File: config.mk
export PLATFORM = sky130hd
export DESIGN_NAME = lay_front
export DESIGN_NICKNAME = d
export VERILOG_FILES = /design/src/rtl/core/lay_pkg.sv /design/src/rtl/core/lay_front.sv
export SDC_FILE = /design/constraint.sdc
export NUM_CORES = 2
export LEC_CHECK = 0
export ABC_AREA = 1
export ABC_CLOCK_PERIOD_IN_PS = 14900
export BUFFER_PORTS_ARGS = -buffer_cell sky130_fd_sc_hd__buf_2
export CORE_ASPECT_RATIO = 0.75
export CORE_MARGIN = 3
export CORE_UTILIZATION = 43
export CTS_CLUSTER_DIAMETER = 60
export DETAILED_ROUTE_END_ITERATION = 8
export PLACE_DENSITY = 0.73
export SLEW_MARGIN = 10
export SYNTH_ARGS = -nofsm -noshare
export SYNTH_HDL_FRONTEND = slang
export SYNTH_SLANG_ARGS = --single-unit
File: constraint.sdc
create_clock -name clock -period 14.9 [get_ports clock]
set_clock_uncertainty 0.05 [all_clocks]
set_input_delay 1.49 -clock clock [delete_from_list [all_inputs] [get_ports clock]]
set_output_delay 1.49 -clock clock [all_outputs]
set_load 0.005 [all_outputs]
File: src/rtl/core/lay_pkg.sv
// Shared types and constants for the look-at yaw/pitch core.
// Holds the channel payload structs, queue status and the CORDIC arctangent table.
// Depends on nothing; every other file in rtl/core imports it.
package lay_pkg;

   localparam int COORD_W     = 32;
   localparam int DIFF_W      = 33;
   localparam int NORM_W      = 31;
   localparam int PITCH_W     = 15;
   localparam int YAW_W       = 16;
   localparam int ACC_FRAC    = 16;
   localparam int Z_W         = 27;
   localparam int CX_W        = 34;
   localparam int SQ_W        = 62;
   localparam int ROOT_STEPS  = 31;
   localparam int QUEUE_DEPTH = 4;
   localparam int QPTR_W      = 2;

   typedef struct packed {
      logic signed [COORD_W-1:0] eye_x;
      logic signed [COORD_W-1:0] eye_y;
      logic signed [COORD_W-1:0] eye_z;
      logic signed [COORD_W-1:0] target_x;
      logic signed [COORD_W-1:0] target_y;
      logic signed [COORD_W-1:0] target_z;
   } lay_req_type;

   typedef struct packed {
      logic signed [PITCH_W-1:0] pitch_angle;
      logic signed [YAW_W-1:0]   yaw_angle;
      logic                      degenerate;
   } lay_rsp_type;

   typedef struct packed {
      logic signed [NORM_W-1:0] nx;
      logic signed [NORM_W-1:0] ny;
      logic signed [NORM_W-1:0] nz;
      logic                     degenerate;
   } lay_vec_type;

   typedef struct packed {
      logic not_empty;
      logic full;
   } lay_qstat_type;

   // atan(2^-i) in degrees, scaled by 2^16 and rounded to nearest.
   function automatic logic signed [Z_W-1:0] atan_deg(input logic [4:0] i);
      logic signed [Z_W-1:0] v;
      case (i)
         5'd0:    v = Z_W'(2949120);
         5'd1:    v = Z_W'(1740967);
         5'd2:    v = Z_W'(919879);
         5'd3:    v = Z_W'(466945);
         5'd4:    v = Z_W'(234379);
         5'd5:    v = Z_W'(117304);
         5'd6:    v = Z_W'(58666);
         5'd7:    v = Z_W'(29335);
         5'd8:    v = Z_W'(14668);
         5'd9:    v = Z_W'(7334);
         5'd10:   v = Z_W'(3667);
         5'd11:   v = Z_W'(1833);
         5'd12:   v = Z_W'(917);
         5'd13:   v = Z_W'(458);
         5'd14:   v = Z_W'(229);
         5'd15:   v = Z_W'(115);
         5'd16:   v = Z_W'(57);
         5'd17:   v = Z_W'(29);
         5'd18:   v = Z_W'(14);
         5'd19:   v = Z_W'(7);
         5'd20:   v = Z_W'(4);
         5'd21:   v = Z_W'(2);
         5'd22:   v = Z_W'(1);
         default: v = '0;
      endcase
      return v;
   endfunction

endpackage

File: src/rtl/core/lay_front.sv
// Front end: forms the direction vector, flags the degenerate case and normalises it.
// Six registered stages feeding the queue; depends on lay_pkg.
module lay_front (
   input  logic                 clock,
   input  logic                 reset,
   input  logic                 req_valid,
   output logic                 req_stall,
   input  lay_pkg::lay_req_type req_data,
   input  logic                 q_room,
   output logic                 q_push,
   output lay_pkg::lay_vec_type q_data
);
   import lay_pkg::*;

   typedef struct packed {
      logic [DIFF_W-1:0] mx;
      logic [DIFF_W-1:0] my;
      logic [DIFF_W-1:0] mz;
      logic              sx;
      logic              sy;
      logic              sz;
      logic              degenerate;
   } mag_type;

   logic en;

   logic                     f1_valid_ff;
   logic signed [DIFF_W-1:0] f1_dx_ff, f1_dy_ff, f1_dz_ff;
   logic                     f2_valid_ff, f3_valid_ff, f4_valid_ff, f5_valid_ff, f6_valid_ff;
   mag_type                  f2_ff, f3_ff, f4_ff, f5_ff;
   mag_type                  f2_in;
   logic [DIFF_W-1:0]        f3_max_ff, f3_max_in;
   logic [2:0]               f4_chunk_ff, f4_chunk_in;
   logic [7:0]               f4_byte_ff, f4_byte_in;
   logic [4:0]               f5_left_ff, f5_left_in;
   logic [1:0]               f5_right_ff, f5_right_in;
   lay_vec_type              f6_ff, f6_in;

   assign en        = !f6_valid_ff || q_room;
   assign req_stall = !en;
   assign q_push    = f6_valid_ff && q_room;
   assign q_data    = f6_ff;

   always_comb begin
      f2_in.sx = f1_dx_ff[DIFF_W-1];
      f2_in.sy = f1_dy_ff[DIFF_W-1];
      f2_in.sz = f1_dz_ff[DIFF_W-1];
      f2_in.mx = f2_in.sx ? DIFF_W'(-f1_dx_ff) : DIFF_W'(f1_dx_ff);
      f2_in.my = f2_in.sy ? DIFF_W'(-f1_dy_ff) : DIFF_W'(f1_dy_ff);
      f2_in.mz = f2_in.sz ? DIFF_W'(-f1_dz_ff) : DIFF_W'(f1_dz_ff);
      f2_in.degenerate = (f1_dx_ff == '0) && (f1_dy_ff == '0) && (f1_dz_ff == '0);
   end

   always_comb begin
      f3_max_in = f2_ff.mx;
      if (f2_ff.my > f3_max_in) f3_max_in = f2_ff.my;
      if (f2_ff.mz > f3_max_in) f3_max_in = f2_ff.mz;
   end

   // Coarse search: pick the highest non-zero byte of the largest magnitude.
   always_comb begin
      logic [39:0] ext;
      ext         = {7'b0, f3_max_ff};
      f4_chunk_in = '0;
      for (int c = 0; c < 5; c++) begin
         if (ext[8*c +: 8] != 8'b0) f4_chunk_in = 3'(c);
      end
      f4_byte_in = ext[8*f4_chunk_in +: 8];
   end

   // Fine search within the byte, then the shift that puts the top bit at 29.
   always_comb begin
      logic [2:0] pos;
      logic [5:0] p;
      pos = '0;
      for (int i = 0; i < 8; i++) begin
         if (f4_byte_ff[i]) pos = 3'(i);
      end
      p           = {f4_chunk_ff, 3'b000} + 6'(pos);
      f5_left_in  = (p < 6'd29) ? 5'(6'd29 - p) : 5'd0;
      f5_right_in = (p > 6'd29) ? 2'(p - 6'd29) : 2'd0;
   end

   always_comb begin
      logic [63:0]              tx, ty, tz;
      logic signed [NORM_W-1:0] vx, vy, vz;
      tx = (64'(f5_ff.mx) << f5_left_ff) >> f5_right_ff;
      ty = (64'(f5_ff.my) << f5_left_ff) >> f5_right_ff;
      tz = (64'(f5_ff.mz) << f5_left_ff) >> f5_right_ff;
      vx = {1'b0, tx[NORM_W-2:0]};
      vy = {1'b0, ty[NORM_W-2:0]};
      vz = {1'b0, tz[NORM_W-2:0]};
      f6_in.nx = f5_ff.sx ? -vx : vx;
      f6_in.ny = f5_ff.sy ? -vy : vy;
      f6_in.nz = f5_ff.sz ? -vz : vz;
      f6_in.degenerate = f5_ff.degenerate;
   end

   always_ff @(posedge clock) begin
      if (reset) begin
         f1_valid_ff <= 1'b0;
         f2_valid_ff <= 1'b0;
         f3_valid_ff <= 1'b0;
         f4_valid_ff <= 1'b0;
         f5_valid_ff <= 1'b0;
         f6_valid_ff <= 1'b0;
      end else if (en) begin
         f1_valid_ff <= req_valid;
         f2_valid_ff <= f1_valid_ff;
         f3_valid_ff <= f2_valid_ff;
         f4_valid_ff <= f3_valid_ff;
         f5_valid_ff <= f4_valid_ff;
         f6_valid_ff <= f5_valid_ff;
      end
   end

   always_ff @(posedge clock) begin
      if (en) begin
         f1_dx_ff    <= DIFF_W'(req_data.target_x) - DIFF_W'(req_data.eye_x);
         f1_dy_ff    <= DIFF_W'(req_data.target_y) - DIFF_W'(req_data.eye_y);
         f1_dz_ff    <= DIFF_W'(req_data.target_z) - DIFF_W'(req_data.eye_z);
         f2_ff       <= f2_in;
         f3_ff       <= f2_ff;
         f3_max_ff   <= f3_max_in;
         f4_ff       <= f3_ff;
         f4_chunk_ff <= f4_chunk_in;
         f4_byte_ff  <= f4_byte_in;
         f5_ff       <= f4_ff;
         f5_left_ff  <= f5_left_in;
         f5_right_ff <= f5_right_in;
         f6_ff       <= f6_in;
      end
   end

endmodule

==> run summary <==
Mapped Cells - 4573
top cell type's share of synthesized area - 48.8%
VDD IR max - 137 uV
Congestion Overflow GR - 0
Met2 Wirelength - 44500 um
Skew-Pair Late Insertion Delay - 630 ps
#FFs+latches synth - 660
critical path's slowest cell - nand2_1
dpl cells - 5924
Final Instance Area - 0.0448 mm2
Worst setup SP type - flop
top layer reached by signal wires - met5
via count - 32800
Max FO, Critical Path - 56
leakage - 19.6 nW
Tightest Pin Transition - 1080 ps
Finish-stage setup viols - 0
Routed WL - 101000 um
number of synthesized flops with an enable pin - 654
vias per inst - 5.42
Max Clock Freq - 181 MHz
CTS Buf Count - 68
DRT iter0 DRCs - 3408
# fillers - 8608
GR Util All Layers - 20.4%
GP Congestion - 0.909
HPWL Detailed - 75800 um
sequential-to-total area share from yosys stat - 49.1%
worst hold-check path type - reg2reg
Ys Warns - 0
fin nets - 5142
most numerous cell in the Yosys netlist - nand2_1
Max Root-Sink Buffers - 3
CP max stage delay - 550 ps
cell repeated most along the worst path - nand2_1
TritonCTS clock tree - yes
status - finished, final reports clean
largest net degree at the start of global routing - 178
I/O pin cnt - 292
Post-Synth Adder-Cell Area - 5.56%
Layout Area Growth over Synthesis - 11.3%
M1 WL - 46800 um
clk sinks - 660
ys async rst share - 0%
WP data arrival - 5830 ps
antenna violations before repair - 3
synth cell count leaders - nand2_1, nand3_1, edfxtp_1
Setup WS post-layout - 9360 ps
Starting Density - 43.7%
# rows - 96
Tcrit/Tclk final - 37.1%
post-layout util - 48.6%
Netlist cell types - 52
WL/cell - 16.7 um
Pwr Density - 231 mW/mm2
commonest register cell after synthesis - edfxtp_1
share of cells above drive strength 1 - 11.3%
RSZ-0062 raised after global routing - false
# Post-CTS Setup Buffers - 0
Std-Cell Core Area - 0.0921 mm2
post-route insts no fill - 6050
total negative slack - 0 ps
Final Power - 10.3 mW
worst path required time - 15200 ps
Post-Syn Nets - 4946
Residual DRC - 0
Clock Pin Slew Worst Setup and Hold Paths - 70 ps
dominant cells by area after synthesis - edfxtp_1, nand3_1, nand2_1, ha_1, xor2_1
compound-cell area share of the yosys netlist - 6.38%
TritonRoute pass-1 iters - 6
Post-CTS Hold Buffers - 0
PortBufs - 291
Post-Synth Simple-Gate Area - 28.3%
CTS Root Cell - clkbuf_16
post-route ant nets - 0
critical path type - reg2reg
antenna fix cells - 0
met3 WL post-DR - 7810 um
first-pass GRT wire length - 162000 um
H-Tree Depth - 3
Die Span Y - 271 um
xor/xnor share of the synthesized area - 5.16%
post-layout min period - 5540 ps
biggest area consumer among synthesized cells - edfxtp_1
Placement Setup Slack - 9460 ps
Cell Area, Synth - 0.0402 mm2
vias in the first global route - 30100
Rel. slew slack - 28.0%
worst hold slack - 355 ps
max_cap viols - 0
Pins Over Slew Limit - 0
die boundary width - 359 um
largest family of logic cells by synthesized area - simple AND/OR/NAND/NOR gates
Critical Path End Type - flop
Area after DPL - 0.0425 mm2
syn_area_per_cell - 8.79 um2
mux cell area share after synthesis - 0%
endpoints failing hold - 0
DIE AREA - 0.0973 mm2
post-CTS sizing - 0
==> per-layer routing <==
metal | global-route usage, % | vias to the layer above
li1 | - | 16400
met1 | 29.7 | 15000
met2 | 31.9 | 1327
met3 | 2.94 | 147
met4 | 5.11 | 2
met5 | 0 | -
==> state kept, by name, indices dropped and copies added, names as in the netlist <==
signal and count:
f1_valid_ff 1, f4_ff 103, f5_ff 103, f2_valid_ff 1, q_data 94, f1_dz_ff 33
f3_max_ff 32, f1_dy_ff 33, f4_valid_ff 1, f5_left_ff 5, f5_valid_ff 1, f6_valid_ff 1
f4_byte_ff 7, f4_chunk_ff 3, f2_ff 103, f3_ff 103, f3_valid_ff 1, f5_right_ff 2
f1_dx_ff 33
==> layout by cell type, fill, tap and decap left out, types with 7 or more instances in the layout <==
master     instances
nand2_1         1087
nand3_1          897
edfxtp_1         654
inv_1            311
buf_2            291
nor2_1           274
a21oi_1          185
ha_1             174
o21ai_0          150
xor2_1           146
nand4_1          110
xnor2_1           91
clkbuf_16         70
nor3_1            43
nand2_2           35
nand3_2           35
o21ai_1           26
buf_4             22
nor2_2            16
clkinv_1          15
clkinv_2          14
a31oi_1           14
o21ai_2           13
nor4_1            12
o211ai_1          12
o21a_1            10
a21o_1             9
or2_2              9
o31ai_1            8
clkbuf_1           8
a211oi_1           7
bufinv_16          7
==> logic make-up (layout without fill, tap and decap cells) <==
kind of cell,Yosys count,in the layout
AOI/OAI and AO/OA,458,458
DFF,660,660
and+or+nand+nor,2529,2529
adders and majority gates,177,177
buffers and inverters,512,764
xor gates and xnor gates,237,237
==> where the power goes <==
part / total, mW / internal, mW / leakage, nW / switching (mW)
registers: 3.56 / 3.09 / 7.03 / 0.476
logic: 5.02 / 1.62 / 11.4 / 3.40
clock network: 1.76 / 1.00 / 1.13 / 0.755
total: 10.3 / 5.71 / 19.6 / 4.63
==> layout make-up <==
type / instances / area, um2 / share of cell area (%)
clock inverters: 48 / 528 / 1.18
well taps: 1225 / 1530 / 3.42
clock buffers: 78 / 1780 / 3.98
inverters: 322 / 1220 / 2.74
multi-input cells: 3401 / 18300 / 40.8
repair buffers: 316 / 1680 / 3.76
flip-flops and latches: 660 / 19800 / 44.1
==> path summary, 6_finish.rpt <==
kind,startpoint,to,slack (ps),depth (start not counted)
max reg2reg,f2_ff[39]$_DFFE_PN_,f3_max_ff[2]$_DFFE_PN_,9360,25
min reg2reg,f4_ff[101]$_DFFE_PN_,f5_ff[101]$_DFFE_PN_,360,0
max,f2_ff[39]$_DFFE_PN_,f3_max_ff[2]$_DFFE_PN_,9360,25
min,f4_ff[101]$_DFFE_PN_,f5_ff[101]$_DFFE_PN_,360,0
==> worst max-delay path, delay by kind of cell, from the launching register on <==
family | cells | cell delay (ps)
adder cells (fa/ha/maj) | 2 | 670
AND/OR/NAND/NOR | 12 | 1660
AO/OA/AOI/OAI | 8 | 1290
buffers and inverters | 3 | 1080
flip-flops | 1 | 430
No activity file was read; power rests on OpenSTA's default activity.
