===== src/rtl/core/lay_pkg.sv =====
// Shared types and constants for the look-at yaw/pitch core.
// Holds the channel payload structs, queue status and the CORDIC arctangent table.
// Depends on nothing; every other file in rtl/core imports it.
package lay_pkg;

   localparam int COORD_W     = 32;
   localparam int DIFF_W      = 33;
   localparam int NORM_W      = 31;
   localparam int PITCH_W     = 15;
   localparam int YAW_W       = 16;
   localparam int ACC_FRAC    = 16;
   localparam int Z_W         = 27;
   localparam int CX_W        = 34;
   localparam int SQ_W        = 62;
   localparam int ROOT_STEPS  = 31;
   localparam int QUEUE_DEPTH = 4;
   localparam int QPTR_W      = 2;

   typedef struct packed {
      logic signed [COORD_W-1:0] eye_x;
      logic signed [COORD_W-1:0] eye_y;
      logic signed [COORD_W-1:0] eye_z;
      logic signed [COORD_W-1:0] target_x;
      logic signed [COORD_W-1:0] target_y;
      logic signed [COORD_W-1:0] target_z;
   } lay_req_type;

   typedef struct packed {
      logic signed [PITCH_W-1:0] pitch_angle;
      logic signed [YAW_W-1:0]   yaw_angle;
      logic                      degenerate;
   } lay_rsp_type;

   typedef struct packed {
      logic signed [NORM_W-1:0] nx;
      logic signed [NORM_W-1:0] ny;
      logic signed [NORM_W-1:0] nz;
      logic                     degenerate;
   } lay_vec_type;

   typedef struct packed {
      logic not_empty;
      logic full;
   } lay_qstat_type;

   // atan(2^-i) in degrees, scaled by 2^16 and rounded to nearest.
   function automatic logic signed [Z_W-1:0] atan_deg(input logic [4:0] i);
      logic signed [Z_W-1:0] v;
      case (i)
         5'd0:    v = Z_W'(2949120);
         5'd1:    v = Z_W'(1740967);
         5'd2:    v = Z_W'(919879);
         5'd3:    v = Z_W'(466945);
         5'd4:    v = Z_W'(234379);
         5'd5:    v = Z_W'(117304);
         5'd6:    v = Z_W'(58666);
         5'd7:    v = Z_W'(29335);
         5'd8:    v = Z_W'(14668);
         5'd9:    v = Z_W'(7334);
         5'd10:   v = Z_W'(3667);
         5'd11:   v = Z_W'(1833);
         5'd12:   v = Z_W'(917);
         5'd13:   v = Z_W'(458);
         5'd14:   v = Z_W'(229);
         5'd15:   v = Z_W'(115);
         5'd16:   v = Z_W'(57);
         5'd17:   v = Z_W'(29);
         5'd18:   v = Z_W'(14);
         5'd19:   v = Z_W'(7);
         5'd20:   v = Z_W'(4);
         5'd21:   v = Z_W'(2);
         5'd22:   v = Z_W'(1);
         default: v = '0;
      endcase
      return v;
   endfunction

endpackage


===== src/rtl/core/lay_queue.sv =====
// Short queue between the front end and the angle pipeline.
// Register storage with a read pointer mux; depends on lay_pkg.
module lay_queue (
   input  logic                   clock,
   input  logic                   reset,
   input  logic                   push,
   input  lay_pkg::lay_vec_type   push_data,
   input  logic                   pop,
   output lay_pkg::lay_vec_type   head,
   output lay_pkg::lay_qstat_type stat
);
   import lay_pkg::*;

   lay_vec_type       entry_ff [QUEUE_DEPTH];
   logic [QPTR_W-1:0] wr_ptr_ff, rd_ptr_ff;
   logic [QPTR_W:0]   count_ff, count_in;

   assign head           = entry_ff[rd_ptr_ff];
   assign stat.not_empty = (count_ff != '0);
   assign stat.full      = (count_ff == (QPTR_W+1)'(QUEUE_DEPTH));

   always_comb begin
      count_in = count_ff;
      if (push && !pop) count_in = count_ff + 1'b1;
      if (pop && !push) count_in = count_ff - 1'b1;
   end

   always_ff @(posedge clock) begin
      if (reset) begin
         wr_ptr_ff <= '0;
         rd_ptr_ff <= '0;
         count_ff  <= '0;
      end else begin
         if (push) wr_ptr_ff <= wr_ptr_ff + 1'b1;
         if (pop)  rd_ptr_ff <= rd_ptr_ff + 1'b1;
         count_ff <= count_in;
      end
   end

   always_ff @(posedge clock) begin
      if (push) entry_ff[wr_ptr_ff] <= push_data;
   end

endmodule


===== config.mk =====
export PLATFORM = sky130hd
export DESIGN_NAME = lay_queue
export DESIGN_NICKNAME = d
export VERILOG_FILES = /design/src/rtl/core/lay_pkg.sv /design/src/rtl/core/lay_queue.sv
export SDC_FILE = /design/constraint.sdc
export NUM_CORES = 1
export LEC_CHECK = 0
export BUFFER_PORTS_ARGS = -buffer_cell sky130_fd_sc_hd__buf_4
export CORE_MARGIN = 2
export CORE_UTILIZATION = 55
export DETAILED_ROUTE_END_ITERATION = 12
export GPL_TIMING_DRIVEN = 0
export HOLD_SLACK_MARGIN = 0.06
export PLACE_DENSITY = 0.77
export SETUP_SLACK_MARGIN = 0.5
export SLEW_MARGIN = 5
export SYNTH_ARGS = -nofsm -noshare
export SYNTH_HDL_FRONTEND = slang
export SYNTH_SLANG_ARGS = --single-unit

===== constraint.sdc =====
create_clock -name clock -period 6.5 [get_ports clock]
set_input_delay 0.325 -clock clock [delete_from_list [all_inputs] [get_ports clock]]
set_output_delay 0.325 -clock clock [all_outputs]
set_load 0.01 [all_outputs]

==> flow_metrics.env, run 1 <==
export IMPL_wl_met2_mm=14.0
export IMPL_ys_top_cells_by_count="edfxtp_1, mux4_2, dfxtp_1"
export IMPL_synth_adder_area_share=0.00587
export IMPL_cp_arrival_ps=2150
export IMPL_yosysMostFrequentCell="edfxtp_1"
export IMPL_place_ws_ps=4470
export IMPL_clkTransAtPathRegs_ps=60
export IMPL_fin_nets=972
export IMPL_fp_dieW_um=164
export IMPL_endpoint_kind="output port"
export IMPL_numCtsBuffers=38
export IMPL_synth_edf_count=376
export IMPL_synth_largest_area_cell="edfxtp_1"
export IMPL_drt_iter0_drc=638
export IMPL_rsz0062_at_grt="false"
export IMPL_cts_max_level=2
export IMPL_max_slew_margin_rel=0.408
export IMPL_cp_data_required_time_ps=6170
export IMPL_total_power_w=0.00560
export IMPL_synthSimpleGateAreaFrac=0.00552
export IMPL_synth_nets=642
export IMPL_yosysTopAreaCellShare=0.803
export IMPL_numPortBuffers=192
export IMPL_worstMarginPinSlew_ps=889
export IMPL_via_per_inst=5.42
export IMPL_switching_share=0.209
export IMPL_seq_area_um2=11500
export IMPL_finalHoldViolCount=0
export IMPL_p_switching_w=0.00117
export IMPL_clock_sinks=385
export IMPL_io_pins=194
export IMPL_dpl_hpwl_mm=15.6
export IMPL_crit_buf_inv=3
export IMPL_clkLatencyLatePin_ps=510
export IMPL_layout_drive_gt1_share=0.403
export IMPL_crit_top_cell="buf_2"
export IMPL_die_h_um=164
export IMPL_drc=0
export IMPL_nFillCells=1451
export IMPL_combPwrFrac=0.117
export IMPL_m1WireLength_mm=10.2
export IMPL_syn_area_um2=14100
export IMPL_met3_wirelength_mm=1.78
export IMPL_finalSetupViolCount=0
export IMPL_grt_max_degree=59
export IMPL_path_max_fanout=10
export IMPL_die_area_um2=26900
export IMPL_area_growth_pct=29.1
export IMPL_cts_resized=0
export IMPL_routed_wl_mm=26.4
export IMPL_highest_layer="met4"
export IMPL_path_delay_family="buffers and inverters"
export IMPL_rows=58
export IMPL_multiInputGateArea_um2=2360
export IMPL_syn_avg_cell_area_um2=26.1
export IMPL_maxSlewViolCount=0
export IMPL_postRouteAntennaNets=0
export IMPL_clock_path_buffers=3
export IMPL_p_int_w=0.00443
export IMPL_drt_first_pass_iters=4
export IMPL_synthXorXnorAreaFrac=0.00311
export IMPL_synth_flop_cell="edfxtp_1"
export IMPL_power_density_nw_per_um2=308
export IMPL_cpMaxStageDelayCell="dfxtp_1"
export IMPL_first_global_vias=7216
export IMPL_yosysSeqAreaShare=0.816
export IMPL_ir_drop_v=0.000321
export IMPL_leakage_nw=6.23
export IMPL_setup_tns_ps=0
export IMPL_grt_pass1_wl_mm=40.1
export IMPL_power_share_clock=0.368
export IMPL_fmax_ghz=0.404
export IMPL_synth_area_mux_share=0.151
export IMPL_initial_utilization=0.560
export IMPL_diodes=0
export IMPL_grt_usage=0.200
export IMPL_worstSetupPathType="reg -> out"
export IMPL_ctsRootBufferMaster="clkbuf_16"
export IMPL_gr_total_overflow=0
export IMPL_vias=6626
export IMPL_start_kind="flip-flop"
export IMPL_period_share=0.381
export IMPL_clock_skew_ps=7.88
export IMPL_synthDistinctLibCells=22
export IMPL_place_gp_congestion=0.689
export IMPL_synth_area_leaders="edfxtp_1, mux4_2, dfxtp_1, buf_12, ha_1"
export IMPL_avgRoutedWirePerCell_um=21.6
export IMPL_pwr_share_seq=0.515
export IMPL_stdcell_area_um2=18200
export IMPL_synth_top_family_by_area="multiplexers"
export IMPL_synthArstFlopShare=0
export IMPL_outcome="finished clean"
export IMPL_cpPeakStageDelay_ps=390
export IMPL_antenna_found_initial=0
export IMPL_worstHoldPathType="in -> reg"
export IMPL_hold_ws_ps=112
export IMPL_synth_compound_area_frac=0.00107
export IMPL_ys_ff_latch=385
export IMPL_fin_ws_ps=4030
export IMPL_cap_violations=0
export IMPL_yosysWarnings=0
export IMPL_place_area_um2=16000
export IMPL_syn_inst=538
export IMPL_tritoncts="built"
export IMPL_cp_cell_sequence="buf_2 > buf_2 > mux4_2 > buf_4"
export IMPL_core_area_um2=25100
export IMPL_fin_crit_ps=2470
==> cell type report <==
class                           instances  share of cell area
Clock buffer                           51              0.0586
Tap cell                              330              0.0227
Inverter                                6             0.00124
Clock inverter                         14             0.00648
Multi-Input combinational cell        125               0.130
Sequential cell                       385               0.632
Timing Repair Buffer                  290               0.137
Buffer                                 22              0.0123
==> power groups by stage <==
| stage | Clock [W] | Combinational (W) | Sequential (W) |
|---|---|---|---|
| final | 0.00206 | 0.000657 | 0.00288 |
| after global routing | 0.00220 | 0.000705 | 0.00289 |
| after CTS | 0.00210 | 0.000669 | 0.00288 |
| after detailed placement | 0 | 0.000618 | 0.00293 |
| after global placement | 0 | 0.000591 | 0.00294 |
| after floorplan | 0 | 0.000325 | 0.00293 |
==> layer usage <==
metal / vias to the layer above / track usage
met1: 3414 / 0.253
li1: 2958 / -
met4: 0 / 0.0502
met5: - / 0
met3: 34 / 0.0518
met2: 220 / 0.351
==> flip-flops by register name (all words and copies together) (netlist names), named ones only <==
register and cells:
entry_ff 376, wr_ptr_ff 2, rd_ptr_ff 2, count_ff 3
==> path summary, 6_finish.rpt <==
| kind | cells after the start | to | startpoint | slack (ps) |
|---|---|---|---|---|
| worst min register to register | 2 | count_ff[2] | count_ff[2] | 520 |
| worst min-delay path | 3 | rd_ptr_ff[0] | pop | 110 |
| worst max register to register | 4 | entry_ff[2][19] | wr_ptr_ff[0] | 4540 |
| worst max-delay path | 4 | head[63] | flip-flop | 4030 |
==> tightest hold or removal path, stage by stage <==
cell	delay [ps]
buf_4	100
xnor2_1	80
nor2_1	80
==> repair_timing <==
item | 4_1_cts | 5_1_grt
endpoints found under the hold margin | 376 | 0
hold buffers | 94 | 0
setup buffers | 0 | 0
==> cells by family after synthesis <==
kind of cell               count (synthesis)
AOI/OAI and AO/OA                          3
and+or+nand+nor                           16
xor gates and xnor gates                   5
buffers and inverters                     28
DFF                                      385
adders and majority gates                  6
muxes                                     95
==> stage by stage <==
step           instances  utilization
2_1_floorplan        538            -
3_3_place_gp        1060        0.634
3_5_place_dp        1064        0.638
4_1_cts             1223        0.723
5_1_grt             1223        0.723
6_report            1223        0.723
==> cells in the final DEF, fill, tap and decap left out <==
master,synthesis,layout
o21ai_0,1,1
or3_1,2,2
a21oi_1,2,2
buf_1,3,3
xnor2_1,2,2
nand2_1,1,1
and3_1,1,1
fa_1,1,1
buf_2,7,7
mux2i_1,1,1
dlygate4sd3_1,0,94
clkinv_4,0,1
buf_6,1,1
mux4_2,94,94
nor2_1,8,8
clkinv_1,0,7
inv_1,6,6
clkbuf_16,0,41
clkinv_2,0,3
dfxtp_1,9,9
buf_12,7,8
buf_4,3,195
clkinvlp_4,0,1
clkbuf_1,1,11
ha_1,5,5
bufinv_16,0,2
xor2_1,3,3
and2_4,0,4
edfxtp_1,376,376
buf_16,0,3
(Power assumes the default switching activity.)
==> run 2, diff against run 1 <==
clock period = 2.4 ns   (was 6.5 ns; I/O delays follow)
==> run 2 against run 1 <==
  * Die area did not move
  * Worst hold slack improved by 240 ps
  * Final area rose by 2.4%
  * First-iteration DRC count fell by 13%
  * Non-clock buffer count rose by 12
  * Critical path depth rose by 2
  * Largest power group unchanged
  * Highest routed layer unchanged
==> flow_metrics.env, run 2 (synthesis gave the netlist of run 1 again) <==
export IMPL_drc=0
export IMPL_grt_max_degree=53
export IMPL_gr_total_overflow=0
export IMPL_final_common_cell="edfxtp_1"
export IMPL_crit_top_cell="buf_6"
export IMPL_grt_usage=0.206
export IMPL_top_usage_layer="met2"
export IMPL_place_gp_congestion=0.725
export IMPL_clock_sinks=385
export IMPL_worstHoldPathType="in -> reg"
export IMPL_leakage_nw=6.42
export IMPL_area_growth_pct=32.2
export IMPL_fin_nets=990
export IMPL_layout_drive_gt1_share=0.419
export IMPL_nFillCells=1386
export IMPL_met2_usage=0.354
export IMPL_antenna_found_initial=1
export IMPL_cap_violations=0
export IMPL_fin_crit_ps=2090
export IMPL_die_area_um2=26900
export IMPL_finalHoldViolCount=0
export IMPL_top_register="entry_ff"
export IMPL_endpoint_kind="output port"
export IMPL_period_share=0.871
export IMPL_cp_cell_sequence="buf_6 > buf_16 > buf_12 > buf_6 > mux4_2 > buf_6"
export IMPL_largest_reg_flops=376
export IMPL_drt_iter0_drc=554
export IMPL_final_cells=1247
export IMPL_worstSetupPathType="reg -> out"
export IMPL_numPortBuffers=192
export IMPL_start_kind="flip-flop"
export IMPL_path_max_fanout=4
export IMPL_io_pins=194
export IMPL_cp_arrival_ps=1970
export IMPL_dpl_hpwl_mm=15.7
export IMPL_cts_max_level=2
export IMPL_ctsRootBufferMaster="clkbuf_16"
export IMPL_numCtsBuffers=38
export IMPL_routed_wl_mm=27.5
export IMPL_avgRoutedWirePerCell_um=22.0
export IMPL_ir_drop_v=0.000907
export IMPL_die_h_um=164
export IMPL_grtUsageMet3=0.0490
export IMPL_grt_pass1_wl_mm=41.1
export IMPL_fp_dieW_um=164
export IMPL_via_per_inst=5.52
export IMPL_first_global_vias=7425
export IMPL_postRouteAntennaNets=0
export IMPL_tritoncts="built"
export IMPL_final_cell_mix="edfxtp_1, buf_4, dlygate4sd3_1, mux4_2, clkbuf_16"
export IMPL_grt_use_met1=0.269
export IMPL_outcome="finished clean"
export IMPL_finalSetupViolCount=0
export IMPL_maxSlewViolCount=0
export IMPL_clock_path_buffers=3
export IMPL_setup_tns_ps=0
export IMPL_initial_utilization=0.560
export IMPL_rows=58
export IMPL_drt_first_pass_iters=5
export IMPL_cp_data_required_time_ps=2280
export IMPL_rsz0062_at_grt="true"
export IMPL_top_regs="entry_ff (376), count_ff (3)"
export IMPL_core_area_um2=25100
export IMPL_vias=6878
export IMPL_cpMaxStageDelayCell="mux4_2"
export IMPL_cpPeakStageDelay_ps=530
export IMPL_worstMarginPinSlew_ps=775
export IMPL_clock_skew_ps=13.9
export IMPL_clkTransAtPathRegs_ps=60
export IMPL_max_slew_margin_rel=0.484
export IMPL_clkLatencyLatePin_ps=510
export IMPL_fmax_ghz=0.478
export IMPL_power_density_nw_per_um2=829
export IMPL_place_inst=1064
==> run 2: cell types whose count changed in the layout (fill, tap and decap cells not counted), moves of 3 or more <==
cell           before  now
buf_6               1   29
buf_12              8   11
buf_1               3    0
buf_2               7    3
buf_16              3    7
buf_4             195  175
and2_2              0    6
dlygate4sd3_1      94   98
==> run 2: layout make-up <==
class	count	area (µm²)	share of cell area
flip-flops and latches	385	11500	0.617
repair buffers	302	2770	0.149
multi-input cells	131	2400	0.129
clock buffers	53	1090	0.0587
well taps	330	413	0.0222
plain buffers	22	287	0.0154
clock inverters	16	129	0.00693
inverters	6	22.5	0.00121
diodes	2	5.00	0.000269
==> run 2: final timing paths <==
| kind | startpoint | endpoint | slack (ps) | depth (start not counted) |
|---|---|---|---|---|
| worst max-delay path | flip-flop | head[88] | 310 | 6 |
| worst min-delay path | push_data[85] | entry_ff[2][85] | 360 | 2 |
| worst max register to register | wr_ptr_ff[0] | entry_ff[3][59] | 610 | 3 |
| worst min register to register | rd_ptr_ff[0] | rd_ptr_ff[0] | 540 | 2 |
==> run 2: where the power goes <==
group | switching, W | leakage [nW] | total, W | internal (W)
registers | 0.0000775 | 3.53 | 0.00780 | 0.00772
logic | 0.000865 | 2.29 | 0.00194 | 0.00108
clock network | 0.00227 | 0.598 | 0.00566 | 0.00339
==> run 2: through the flow <==
step | worst slack (ps) | util | hold slack [ps] | instance area (µm²) | total power [W]
floorplan | 737 | - | 219 | 14100 | 0.00880
global placement | 298 | 0.634 | 318 | 15900 | 0.00953
detailed placement | 359 | 0.639 | 323 | 16000 | 0.00962
CTS | 290 | 0.739 | 334 | 18600 | 0.0155
global route | 249 | 0.740 | 348 | 18600 | 0.0159
finish | 309 | 0.740 | 356 | 18600 | 0.0154
==> run 2: metal layers <==
metal | wire [µm] | up-vias
met2 | 14200 | 281
met3 | 2030 | 33
met4 | 431 | 0
met1 | 10800 | 3539
met5 | 0 | -
li1 | - | 3025
==> run 2: timing repair <==
item | CTS | global route
setup endpoints to repair | 269 | 166
hold buffers | 98 | 0
cloned | 7 | 2
endpoints found under the hold margin | 385 | 0
buffers inserted | 5 | 0
gates resized for setup | 51 | 1
==> run 2: worst max-delay path, delay by kind of cell (launching register included) <==
| kind | cells | cell delay (ps) |
|---|---|---|
| buf+inv | 5 | 610 |
| flops | 1 | 320 |
| mux | 1 | 530 |
==> run 3, diff against run 2 <==
CORE_ASPECT_RATIO = 0.75   (was unset)
==> run 3 against run 2 <==
  * Final cell count increased by 0.48%
  * Clock-buffer cell count decreased by 11
  * Worst setup slack got worse by 38 ps
  * Non-clock buffer count increased by 6
  * Critical path type unchanged
  * Largest cell class unchanged
  * Largest power group unchanged
==> flow_metrics.env, run 3 (synthesis gave the netlist of run 1 again) <==
export IMPL_via_per_inst=5.54
export IMPL_ir_drop_v=0.000694
export IMPL_grt_usage=0.212
export IMPL_pwr_share_seq=0.506
export IMPL_grt_max_degree=50
export IMPL_period_share=0.887
export IMPL_grt_use_met1=0.277
export IMPL_avgRoutedWirePerCell_um=23.0
export IMPL_leakage_nw=6.42
export IMPL_postRouteAntennaNets=0
export IMPL_ctsRootBufferMaster="clkbuf_16"
export IMPL_finalSetupViolCount=0
export IMPL_top_usage_layer="met2"
export IMPL_power_share_clock=0.365
export IMPL_antenna_found_initial=0
export IMPL_nFillCells=1349
export IMPL_power_density_nw_per_um2=829
export IMPL_io_pins=194
export IMPL_die_h_um=142
export IMPL_finalHoldViolCount=0
export IMPL_diodes=0
export IMPL_routed_wl_mm=28.8
export IMPL_initial_utilization=0.562
export IMPL_final_core_util=0.742
export IMPL_p_switching_w=0.00326
export IMPL_stdcell_area_um2=18600
export IMPL_fin_crit_ps=2130
export IMPL_place_ws_ps=400
export IMPL_fmax_ghz=0.470
export IMPL_place_gp_congestion=0.740
export IMPL_outcome="finished clean"
export IMPL_start_kind="flip-flop"
export IMPL_largest_reg_flops=376
export IMPL_final_common_cell="edfxtp_1"
export IMPL_drc=0
export IMPL_endpoint_kind="output port"
export IMPL_maxSlewViolCount=0
export IMPL_gr_total_overflow=0
export IMPL_worstHoldPathType="in -> reg"
export IMPL_rsz0062_at_grt="true"
export IMPL_numPortBuffers=192
export IMPL_vias=6941
export IMPL_cap_violations=0
export IMPL_top_register="entry_ff"
export IMPL_fin_ws_ps=271
export IMPL_clock_sinks=385
export IMPL_first_global_vias=7431
export IMPL_switching_share=0.211
export IMPL_dpl_hpwl_mm=16.2
export IMPL_setup_tns_ps=0
export IMPL_cp_data_required_time_ps=2280
export IMPL_numCtsBuffers=36
export IMPL_cp_arrival_ps=2010
export IMPL_area_growth_pct=32.1
export IMPL_layout_drive_gt1_share=0.423
export IMPL_drt_iter0_drc=517
export IMPL_clock_skew_ps=15.2
export IMPL_seq_area_um2=11500
export IMPL_fin_nets=996
export IMPL_final_cell_mix="edfxtp_1, buf_4, dlygate4sd3_1, mux4_2, clkbuf_16"
export IMPL_tritoncts="built"
export IMPL_drt_first_pass_iters=4
export IMPL_worstSetupPathType="reg -> out"
export IMPL_met2_usage=0.356
export IMPL_p_int_w=0.0121
export IMPL_multiInputGateArea_um2=2420
export IMPL_top_regs="entry_ff (376), count_ff (3)"
export IMPL_clkTransAtPathRegs_ps=60
export IMPL_clkLatencyLatePin_ps=500
export IMPL_combPwrFrac=0.129
export IMPL_core_area_um2=25000
export IMPL_grt_pass1_wl_mm=42.2
export IMPL_grtUsageMet3=0.0505
export IMPL_fp_dieW_um=189
export IMPL_max_slew_margin_rel=0.572
export IMPL_cts_max_level=2
export IMPL_clock_path_buffers=3
export IMPL_path_max_fanout=5
export IMPL_die_area_um2=26900
export IMPL_place_area_um2=16000
export IMPL_rows=50
export IMPL_worstMarginPinSlew_ps=642
-- run 3: worst paths after layout --
kind / startpoint / end / slack (ps) / depth (start not counted)
max: flip-flop / head[8] / 270 / 6
min: push_data[91] / entry_ff[1][91] / 360 / 2
max reg2reg: wr_ptr_ff[0] / entry_ff[3][63] / 560 / 3
min reg2reg: count_ff[1] / count_ff[1] / 520 / 2
-- run 3: final cells by class --
type                       instances  share of cell area
inverter                           6             0.00121
sequential                       385               0.618
buffer                            22              0.0152
timing repair buffer             308               0.151
clock inverter                    19              0.0117
clock buffer                      42              0.0509
multi-input combinational        133               0.130
tap                              338              0.0228
-- run 3: metal layers --
metal | wire length, µm | part of all wire | up-vias
met2 | 14400 | 0.50 | 304
li1 | - | - | 3015
met3 | 2240 | 0.078 | 56
met4 | 804 | 0.028 | 0
met5 | 0 | 0 | -
met1 | 11300 | 0.39 | 3566
-- run 3: through the flow --
stage          cells  power, W  hold slack (ps)
6_report        1253    0.0154              360
5_1_grt         1253    0.0159              346
4_1_cts         1245    0.0154              335
3_5_place_dp    1072   0.00962              323
3_3_place_gp    1068   0.00953              318
2_1_floorplan    538   0.00880              219
-- run 3: repair_timing --
action | in CTS | in global routing
hold buffers | 98 | 0
pin swaps | 1 | 3
hold endpoints to repair | 385 | 0
setup buffers | 7 | 4
endpoints found under the setup margin | 290 | 245
gates cloned | 7 | 4
gates resized for setup | 33 | 10
-- run 3: power groups by stage --
stage	sequential [W]	combinational, W	clock, W
after floorplan	0.00791	0.000886	0
after global placement	0.00792	0.00161	0
after detailed placement	0.00794	0.00168	0
after CTS	0.00780	0.00195	0.00570
after global routing	0.00782	0.00210	0.00597
final	0.00780	0.00199	0.00562
-- run 3: critical path: stages, from the launching register on --
cell     delay, ps
dfxtp_2        330
buf_6          110
buf_4          120
buf_12         100
buf_16         120
mux4_2         560
buf_6          150
